===== src/hdl/ctd_pkg.sv =====
`timescale 1ns / 1ps
// ----------------------------------------------------------------------------
// ctd_pkg
// Shared widths, register indexes and controller/datapath handshake types
// for the channelized time decimator.
// ----------------------------------------------------------------------------
package ctd_pkg;

   localparam int MAX_CHANNELS   = 4096;
   localparam int MAX_DECIMATION = 1024;

   localparam int CH_W     = $clog2(MAX_CHANNELS);          // channel index
   localparam int NCH_W    = $clog2(MAX_CHANNELS) + 1;      // channel count
   localparam int ROW_W    = $clog2(MAX_DECIMATION);        // row within block
   localparam int FAC_W    = $clog2(MAX_DECIMATION) + 1;    // decimation factor
   localparam int SAMPLE_W = 8;
   localparam int SUM_W    = SAMPLE_W + ROW_W;              // per channel sum
   localparam int NUM_W    = SUM_W + 1;                     // sum plus rounding
   localparam int STEP_W   = $clog2(SAMPLE_W);              // divider step count

   localparam int CSR_IDX_W  = 1;
   localparam int CSR_DATA_W = NCH_W;

   localparam logic [CSR_IDX_W-1:0] CSR_CHANNEL_COUNT     = 1'd0;
   localparam logic [CSR_IDX_W-1:0] CSR_DECIMATION_FACTOR = 1'd1;

   localparam logic [NCH_W-1:0] CHANNEL_COUNT_RESET     = NCH_W'(MAX_CHANNELS);
   localparam logic [FAC_W-1:0] DECIMATION_FACTOR_RESET = FAC_W'(1);

   localparam logic [SAMPLE_W-1:0] SAMPLE_MAX = '1;

   typedef struct packed {
      logic accept;     // input transfer this cycle
      logic clear_wr;   // write one zero of the post-reset clearing pass
      logic add;        // sum update and divider load
      logic div_step;   // one quotient bit
      logic out_load;   // move the finished mean into the output register
   } ctd_cmd_type;

   typedef struct packed {
      logic last_row;   // accepted sample closes its block
      logic clear_last; // clearing pass is at its final entry
      logic out_free;   // output register can take a result this cycle
   } ctd_status_type;

endpackage


===== src/hdl/ctd_ctrl.sv =====
`timescale 1ns / 1ps
// ----------------------------------------------------------------------------
// ctd_ctrl
// Sequencer: clearing pass after reset, then one item at a time: accept, sum
// update and, on a last row, bit-serial divide and result hand-off.
// ----------------------------------------------------------------------------
module ctd_ctrl (
   input  logic                    clock,
   input  logic                    reset,
   input  logic                    req_valid,
   output logic                    req_stall,
   input  ctd_pkg::ctd_status_type status,
   output ctd_pkg::ctd_cmd_type    cmd
);
   import ctd_pkg::*;

   localparam logic [2:0] ST_CLEAR = 3'd0;
   localparam logic [2:0] ST_IDLE  = 3'd1;
   localparam logic [2:0] ST_ADD   = 3'd2;
   localparam logic [2:0] ST_DIV   = 3'd3;
   localparam logic [2:0] ST_OUT   = 3'd4;

   logic [2:0]        state_ff, state_in;
   logic [STEP_W-1:0] step_ff, step_in;

   always_comb begin
      state_in = state_ff;
      step_in  = step_ff;
      cmd      = '0;
      case (state_ff)
         ST_CLEAR: begin
            cmd.clear_wr = 1'b1;
            if (status.clear_last) begin
               state_in = ST_IDLE;
            end
         end
         ST_IDLE: begin
            if (req_valid) begin
               cmd.accept = 1'b1;
               state_in   = ST_ADD;
            end
         end
         ST_ADD: begin
            cmd.add = 1'b1;
            step_in = '0;
            state_in = status.last_row ? ST_DIV : ST_IDLE;
         end
         ST_DIV: begin
            cmd.div_step = 1'b1;
            step_in      = step_ff + 1'b1;
            if (&step_ff) begin
               state_in = ST_OUT;
            end
         end
         ST_OUT: begin
            if (status.out_free) begin
               cmd.out_load = 1'b1;
               state_in     = ST_IDLE;
            end
         end
         default: begin
            state_in = ST_IDLE;
         end
      endcase
   end

   always_ff @(posedge clock) begin
      if (reset) begin
         state_ff <= ST_CLEAR;
         step_ff  <= '0;
      end else begin
         state_ff <= state_in;
         step_ff  <= step_in;
      end
   end

   assign req_stall = (state_ff != ST_IDLE);

endmodule


===== config.mk =====
export PLATFORM = sky130hd
export DESIGN_NAME = ctd_ctrl
export DESIGN_NICKNAME = d
export VERILOG_FILES = /design/src/hdl/ctd_pkg.sv /design/src/hdl/ctd_ctrl.sv
export SDC_FILE = /design/constraint.sdc
export NUM_CORES = 1
export LEC_CHECK = 0
export ABC_AREA = 0
export BUFFER_PORTS_ARGS = -buffer_cell sky130_fd_sc_hd__buf_4
export CAP_MARGIN = 15
export CORE_AREA = 5 5 42 44
export DETAILED_ROUTE_END_ITERATION = 7
export DIE_AREA = 0 0 47 49
export GPL_TIMING_DRIVEN = 0
export HOLD_SLACK_MARGIN = 0.02
export PLACE_DENSITY = 0.51
export SKIP_CTS_REPAIR_TIMING = 1
export SLEW_MARGIN = 30
export SYNTH_ARGS = -nofsm -noshare
export SYNTH_HDL_FRONTEND = slang
export SYNTH_SLANG_ARGS = --single-unit
export TNS_END_PERCENT = 5

===== constraint.sdc =====
create_clock -name clock -period 2.6 [get_ports clock]
set_input_delay 0.52 -clock clock [delete_from_list [all_inputs] [get_ports clock]]
set_output_delay 0.52 -clock clock [all_outputs]
set_load 0.05 [all_outputs]

==> impl_metrics.csv, run 1 <==
group,metric,value,unit
clocking,clkTransAtPathRegs,0.05,ns
clocking,ctsLongestPathBuffers,2,
worst_hold_path,holdCritStartpoint,"step_ff[1]",
worst_hold_path,hold_end,"step_ff[1]",
timing,tightest_slew,0.266,ns
yosys,synth.top_cell.area_share,33.8,%
final_layout,layout_commonest_cell,"buf_4",
timing,hold_slack,0.459,ns
worst_setup_path,cp_slowest_cell,"dfxtp_1",
yosys,synth_area,355,um2
route,vias_per_cell,4.58,
global_routing,grt_pass1_wl,1.25,mm
route,dr.first_iter.drc_count,3,
worst_setup_path,path_cells,"and2b_2 > and2_1 > buf_4",
yosys,netlist_instances,42,
route,drc,0,
yosys,syn_avg_cell_area,8.46,um2
global_routing,track_usage,7.33,%
worst_setup_path,timing.rr.start,"step_ff[0]",
timing,finalCritPeriodShare,71.4,%
worst_setup_path,cp-start-kind,"flop",
pwr,report.power.total,250,uW
pwr,power.leakage,0.000217,uW
floorplanning,start_util,25.4,%
worst_setup_path,cp_max_fo,9,
timing,rsz0062_at_grt,"false",
clocking,clock_sinks,6,
timing,fin_tns_setup,0,ns
timing,period_minus_slack,1.86,ns
worst_setup_path,required,2.08,ns
yosys,yosysWarningCount,0,
worst_hold_path,hold_path.class,"flop to flop",
global_routing,antenna_found_initial,0,
clocking,cts_tree,"done",
final_layout,final_cell_mix,"buf_4, nor2_1, nand2_1, dfxtp_1",
place,numPortBuffers,11,
floorplanning,die_x,47,um
worst_setup_path,max_stage_delay,0.46,ns
worst_setup_path,path_buf_inv,1,
global_routing,grt_overflow,0,
timing,slew_violations,0,
global_routing,grt_pass1_vias,318,
yosys,ys_ff_latch,6,
timing,hold_viol,0,
worst_setup_path,end_kind,"output port",
worst_setup_path,rr_worst_depth,5,
outcome,status,"completed",
final_layout,final_cell_count_no_fill,72,
worst_setup_path,critical-path-top-delay-family,"flip-flops",
final_layout,syn_to_final_growth,35.2,%
place,dp.final_hpwl,574,um
job,cap_violations,0,
yosys,synth_cell_types,21,
worst_setup_path,r2r_slack,1.44,ns
route,wl,747,um
final_layout,n_antenna_cell,0,
timing,fin_worst_skew,0.00369,ns
yosys,synth_fp_nets,50,
final_layout,drive_gt1_share,32.1,%
clocking,htree_levels,1,
floorplanning,rows,14,
final_layout,fillers,162,
route,via_count,330,
worst_setup_path,timing.rr.end,"state_ff[1]",
floorplanning,ios,12,
floorplanning,core-area,1400,um2
final_layout,nNetsFinal,66,
floorplanning,die_y,49,um
place,gp_congestion,0.643,
yosys,yosysSeqAreaShare,33.8,%
timing,max_freq,0.539,GHz
worst_setup_path,critical_path_arrival,1.34,ns
clocking,worst_skew_pair.late_latency,0.24,ns
pwr,power_density,520,nW/um2
timing,max_slew_margin,82.2,%
yosys,synth_area_leaders,"dfxtp_1, nor2_1, ha_1",
clocking,numCtsBuffers,3,
clocking,root_buffer,"clkbuf_4",
route,antenna_left,0,
floorplanning,dieArea,2300,um2
timing,setup_viol_count_final,0,
route,routedWlPerCell,10.4,um
global_routing,grt_max_degree,11,
pwr,ir_drop,0.000190,V
place,place_inst,69,
route,first_pass_iters,3,
worst_setup_path,crit_type,"flop to output port",
worst_hold_path,min_delay_path_depth,2,
yosys,synth.largest_area_cell,"dfxtp_1",
cells by family (layout without fill, tap and decap cells):
kind of cell	Yosys count	count (layout)	share of synthesized area, %
AOI/OAI and AO/OA	8	8	15.8
adders and majority gates	2	2	7.04
muxes	1	1	2.82
DFF	6	6	33.8
buffers and inverters	2	16	3.52
and+or+nand+nor	23	23	37.0
power by group:
group          switching [uW]  internal (uW)
clock                    30.7           52.0
sequential               4.56           95.6
combinational            43.3           23.7
flip-flops by register name (all words and copies together), names as in the netlist:
name,flops
state_ff,3
step_ff,3
through the flow:
stage / setup slack [ns] / instance area [um2] / util (%)
after floorplan: 0.00954 / 355 / -
after global placement: 0.972 / 458 / 32.7
after detailed placement: 0.943 / 458 / 32.7
after CTS: 0.742 / 480 / 34.3
after global routing: 0.655 / 480 / 34.3
final: 0.743 / 480 / 34.3
final cells by class:
cell class,count,area (um2),area share (%)
Multi-Input combinational cell,34,223,46.4
Sequential cell,6,120,25.0
Timing Repair Buffer,11,82.6,17.2
Clock buffer,3,22.5,4.69
Tap cell,16,20.0,4.17
Buffer,2,12.5,2.60
worst max path at each step:
stage	startpoint	to	cells after the start
finish	state_ff[2]	cmd[1]	3
global route	state_ff[0]	cmd[0]	3
CTS	state_ff[2]	cmd[1]	3
detailed placement	status[0]	cmd[0]	3
global placement	status[0]	cmd[0]	3
floorplan	state_ff[0]	cmd[0]	2
cells in the mapped netlist:
master	n
a21oi_1	3
buf_4	1
a31oi_1	1
nor2_1	7
nand3_1	2
dfxtp_1	6
o21bai_1	1
and2b_2	1
nor4bb_1	1
o211a_1	1
ha_1	2
nand2b_1	1
o21a_1	1
mux2i_1	1
buf_2	1
nand3b_1	1
nand2_1	6
a32o_1	1
nor4b_4	1
nor3_1	2
and2_1	1
routing by layer:
| layer | part of all wire (%) | track usage, % |
|---|---|---|
| met1 | 48 | 10.4 |
| met2 | 43 | 9.50 |
| met3 | 8.0 | 2.21 |
| met4 | 0.94 | 4.15 |
| met5 | 0 | 0 |
worst register-to-register path, delay by kind of cell, from the launching register on:
family	cells	cell delay (ns)
AOI/OAI and AO/OA	2	0.29
DFF	1	0.35
adders and majority gates	2	0.35
and+or+nand+nor	1	0.06
No activity file was read; power rests on OpenSTA's default activity.
==> inputs of run 2 (changes only) <==
Settings changed: PLACE_DENSITY 0.51 to 0.52.
Clock period 2.6 ns to 1.53 ns, I/O delays scaled along.
==> run 2 against run 1 <==
  * Global-route usage grew 1.8 points
  * Design area grew 26%
  * Clock skew shrank 0.0021 ns
==> impl_metrics.csv, run 2 (synthesized netlist as in run 1, its figures left out) <==
group,metric,value,unit
place,dp.final_hpwl,598,um
final_layout,largestRegisters,"state_ff (3), step_ff (3)",
worst_setup_path,critical_path_arrival,1.20,ns
global_routing,grt_pass1_wl,1.46,mm
clocking,htree_levels,1,
timing,setup_viol_count_final,0,
route,wl,850,um
floorplanning,ios,12,
route,routedWlPerCell,10.8,um
pwr,report.power.total,477,uW
global_routing,track_usage,9.17,%
worst_setup_path,r2r_slack,0.38,ns
route,vias_per_cell,4.73,
worst_setup_path,cp-start-kind,"flop",
clocking,ctsLongestPathBuffers,2,
pwr,power.leakage,0.000272,uW
worst_hold_path,hold_end,"state_ff[2]",
floorplanning,die_x,47,um
worst_setup_path,end_kind,"output port",
global_routing,grt_max_degree,11,
timing,hold_viol,0,
clocking,worst_skew_pair.late_latency,0.24,ns
clocking,clock_sinks,6,
clocking,cts_tree,"done",
place,gp_congestion,0.691,
worst_setup_path,crit_type,"flop to output port",
final_layout,nNetsFinal,73,
worst_hold_path,min_delay_path_depth,2,
place,numPortBuffers,11,
floorplanning,core-area,1400,um2
job,cap_violations,0,
timing,fin_tns_setup,0,ns
timing,slew_violations,0,
route,dr.first_iter.drc_count,0,
worst_setup_path,timing.rr.start,"step_ff[0]",
pwr,ir_drop,0.000371,V
route,via_count,374,
final_layout,layout_commonest_cell,"buf_4",
clocking,clkTransAtPathRegs,0.04,ns
worst_setup_path,required,1.22,ns
route,drc,0,
timing,tightest_slew,0.227,ns
outcome,status,"completed",
clocking,numCtsBuffers,3,
global_routing,grt_overflow,0,
timing,rsz0062_at_grt,"true",
floorplanning,dieArea,2300,um2
timing,max_freq,0.662,GHz
worst_hold_path,hold_path.class,"input port to flop",
timing,hold_slack,0.269,ns
timing,max_slew_margin,84.8,%
timing,fin_worst_skew,0.00155,ns
final_layout,final_cell_mix,"buf_4, nor2_1, nand2_1",
worst_setup_path,timing.rr.end,"state_ff[1]",
route,first_pass_iters,1,
final_layout,drive_gt1_share,49.2,%
floorplanning,rows,14,
final_layout,syn_to_final_growth,70.4,%
pwr,power_density,787,nW/um2
worst_setup_path,cp_max_fo,5,
global_routing,antenna_found_initial,0,
worst_setup_path,rr_worst_depth,5,
clocking,root_buffer,"clkbuf_4",
worst_hold_path,holdCritStartpoint,"reset",
route,antenna_left,0,
timing,period_minus_slack,1.51,ns
floorplanning,die_y,49,um
floorplanning,start_util,25.4,%
timing,finalCritPeriodShare,98.7,%
global_routing,grt_pass1_vias,327,
final_layout,n_antenna_cell,0,
==> run 2: power by group <==
part	switching (uW)	leakage (uW)	internal, uW	total (uW)
registers	7.76	0.0000505	162	169
clock network	54.7	0.0000138	88.6	143
logic	85.8	0.000207	78.3	164
total	148	0.000272	328	477
==> run 2: how the worst max path moves through the flow <==
stage	from	slack [ns]	end
2_1_floorplan	state_ff[1]	-0.35	cmd[4]
3_3_place_gp	state_ff[2]	0.13	cmd[1]
3_5_place_dp	state_ff[2]	0.13	cmd[1]
4_1_cts	state_ff[2]	-0.14	cmd[1]
5_1_grt	state_ff[0]	-0.04	cmd[0]
6_report	state_ff[0]	0.02	cmd[0]
==> run 2: metal layers <==
layer / share of wire (%) / up-vias / global-route usage, %
met5: 0 / - / 0
li1: - / 194 / -
met4: 1.4 / 0 / 6.91
met1: 43 / 172 / 10.2
met3: 5.3 / 2 / 4.43
met2: 50 / 6 / 12.9
==> run 2: critical path: stages (launching register included) <==
cell and delay, ns:
dfxtp_4 0.36, buf_8 0.13, nor4bb_4 0.28, buf_6 0.19
==> run 2: layout make-up <==
| type | count | area (um2) |
|---|---|---|
| fill | 151 | 796 |
| multi-input combinational | 34 | 245 |
| timing repair buffer | 18 | 163 |
| sequential | 6 | 129 |
| buffer | 2 | 26.3 |
| clock buffer | 3 | 22.5 |
| tap | 16 | 20.0 |
==> run 2: stage by stage <==
step / setup WS (ns) / cells / util (%) / cell area (um2)
6_report: 0.0192 / 79 / 43.2 / 606
3_3_place_gp: 0.131 / 69 / 33.5 / 469
2_1_floorplan: -0.345 / 42 / - / 367
3_5_place_dp: 0.134 / 69 / 33.5 / 469
4_1_cts: -0.137 / 72 / 35.1 / 492
5_1_grt: -0.0391 / 79 / 43.2 / 606
==> inputs of run 3 (changes only) <==
==> constraint.sdc (replaced) <==
create_clock -name clock -period 1.53 [get_ports clock]
set_input_delay 0.2295 -clock clock [delete_from_list [all_inputs] [get_ports clock]]
set_output_delay 0.2295 -clock clock [all_outputs]
set_load 0.05 [all_outputs]
==> run 3 against run 2 <==
  * Power down 7.6%
  * Register-to-register slack about the same
  * Worst hold slack worse by 0.077 ns
  * Critical endpoint is now cmd[1]
  * Via count fell by 8.6%
  * Largest cell class unchanged
  * First-iteration DRC count grew 6
  * Routed wire length shrank 8.2%
  * Die area is the same
  * Clock power about the same
  * Clock skew up 0.0016 ns
==> impl_metrics.csv, run 3 (synthesized netlist as in run 1, its figures left out) <==
group,metric,value,unit
clocking,numCtsBuffers,3,
worst_setup_path,required,1.30,ns
clocking,worst_skew_pair.late_latency,0.24,ns
final_layout,layout_commonest_cell,"buf_4",
route,first_pass_iters,4,
route,wl,780,um
worst_setup_path,cp_max_fo,10,
floorplanning,dieArea,2300,um2
final_layout,nNetsFinal,66,
timing,setup_ws,0.0563,ns
final_layout,design_area,527,um2
place,gp_congestion,0.691,
place,numPortBuffers,11,
timing,tightest_slew,0.224,ns
pwr,power.leakage,0.000227,uW
worst_setup_path,end_kind,"output port",
clocking,root_buffer,"clkbuf_4",
floorplanning,start_util,25.4,%
timing,hold_viol,0,
global_routing,grt_pass1_wl,1.46,mm
floorplanning,rows,14,
global_routing,grt_max_degree,11,
floorplanning,die_y,49,um
final_layout,fillers,156,
route,routedWlPerCell,10.8,um
clocking,htree_levels,1,
final_layout,final_cell_mix,"buf_4, nor2_1, nand2_1",
final_layout,largestRegisters,"state_ff (3), step_ff (3)",
timing,finalCritPeriodShare,96.3,%
clocking,cts_tree,"done",
pwr,power_density,836,nW/um2
final_layout,n_antenna_cell,0,
global_routing,antenna_found_initial,0,
job,cap_violations,0,
timing,max_freq,0.679,GHz
place,pre_cts_ws,0.210,ns
worst_hold_path,hold_path.class,"input port to flop",
timing,setup_viol_count_final,0,
final_layout,syn_to_final_growth,48.2,%
route,vias_per_cell,4.75,
clocking,clock_sinks,6,
timing,period_minus_slack,1.47,ns
global_routing,track_usage,9.17,%
final_layout,multi_input_area,245,um2
route,drc,0,
route,antenna_left,0,
place,place_inst,69,
floorplanning,ios,12,
floorplanning,die_x,47,um
worst_setup_path,cp-start-kind,"flop",
pwr,ir_drop,0.000353,V
floorplanning,core-area,1400,um2
worst_setup_path,critical_path_arrival,1.24,ns
global_routing,grt_pass1_vias,327,
final_layout,drive_gt1_share,42.9,%
timing,fin_worst_skew,0.00314,ns
clocking,clkTransAtPathRegs,0.05,ns
route,dr.first_iter.drc_count,6,
clocking,ctsLongestPathBuffers,2,
place,place_area,469,um2
timing,fin_tns_setup,0,ns
final_layout,final_cell_count_no_fill,72,
timing,slew_violations,0,
timing,max_slew_margin,85.0,%
global_routing,grt_overflow,0,
timing,rsz0062_at_grt,"false",
worst_setup_path,crit_type,"flop to output port",
pwr,report.power.total,440,uW
final_layout,seqCellArea,126,um2
outcome,status,"completed",
route,via_count,342,
place,dp.final_hpwl,598,um
[run 3: changes by cell type in the layout (fill, tap and decap cells not counted), sizes merged]
cell  before  now
buf       20   13
[run 3: layout make-up]
class	count	share of cell area [%]
buffer	2	4.28
clock buffer	3	4.28
multi-input combinational	34	46.6
sequential	6	24.0
tap	16	3.80
timing repair buffer	11	17.1
[run 3: worst max-delay path, stage by stage (launching register included)]
cell,delay [ns]
dfxtp_2,0.33
buf_6,0.14
and2b_2,0.23
and2_4,0.16
buf_6,0.14
[run 3: per-layer routing]
metal / share of wire [%] / vias up / track usage (%)
li1: - / 181 / -
met1: 45 / 153 / 10.2
met2: 47 / 6 / 12.9
met3: 5.8 / 2 / 4.43
met4: 2.2 / 0 / 6.91
met5: 0 / - / 0
[run 3: worst paths after layout]
| path | slack [ns] | to | cells past startpoint | from |
|---|---|---|---|---|
| worst max-delay path | 0.06 | cmd[1] | 4 | state_ff[1] |
| worst min-delay path | 0.19 | state_ff[2] | 2 | reset |
| worst max register to register | 0.37 | state_ff[1] | 5 | step_ff[0] |
| worst min register to register | 0.46 | step_ff[2] | 2 | step_ff[2] |
[run 3: per-stage QoR]
step	hold WS [ns]	utilization (%)
floorplan	0.299	-
finish	0.192	37.6
detailed placement	0.449	33.5
CTS	0.186	35.1
global placement	0.444	33.5
global route	0.183	37.6
[run 3: report_power, final]
group	internal [uW]	total [uW]	switching, uW
registers	162	171	9.11
clock network	88.7	145	56.3
logic	47.7	125	76.9
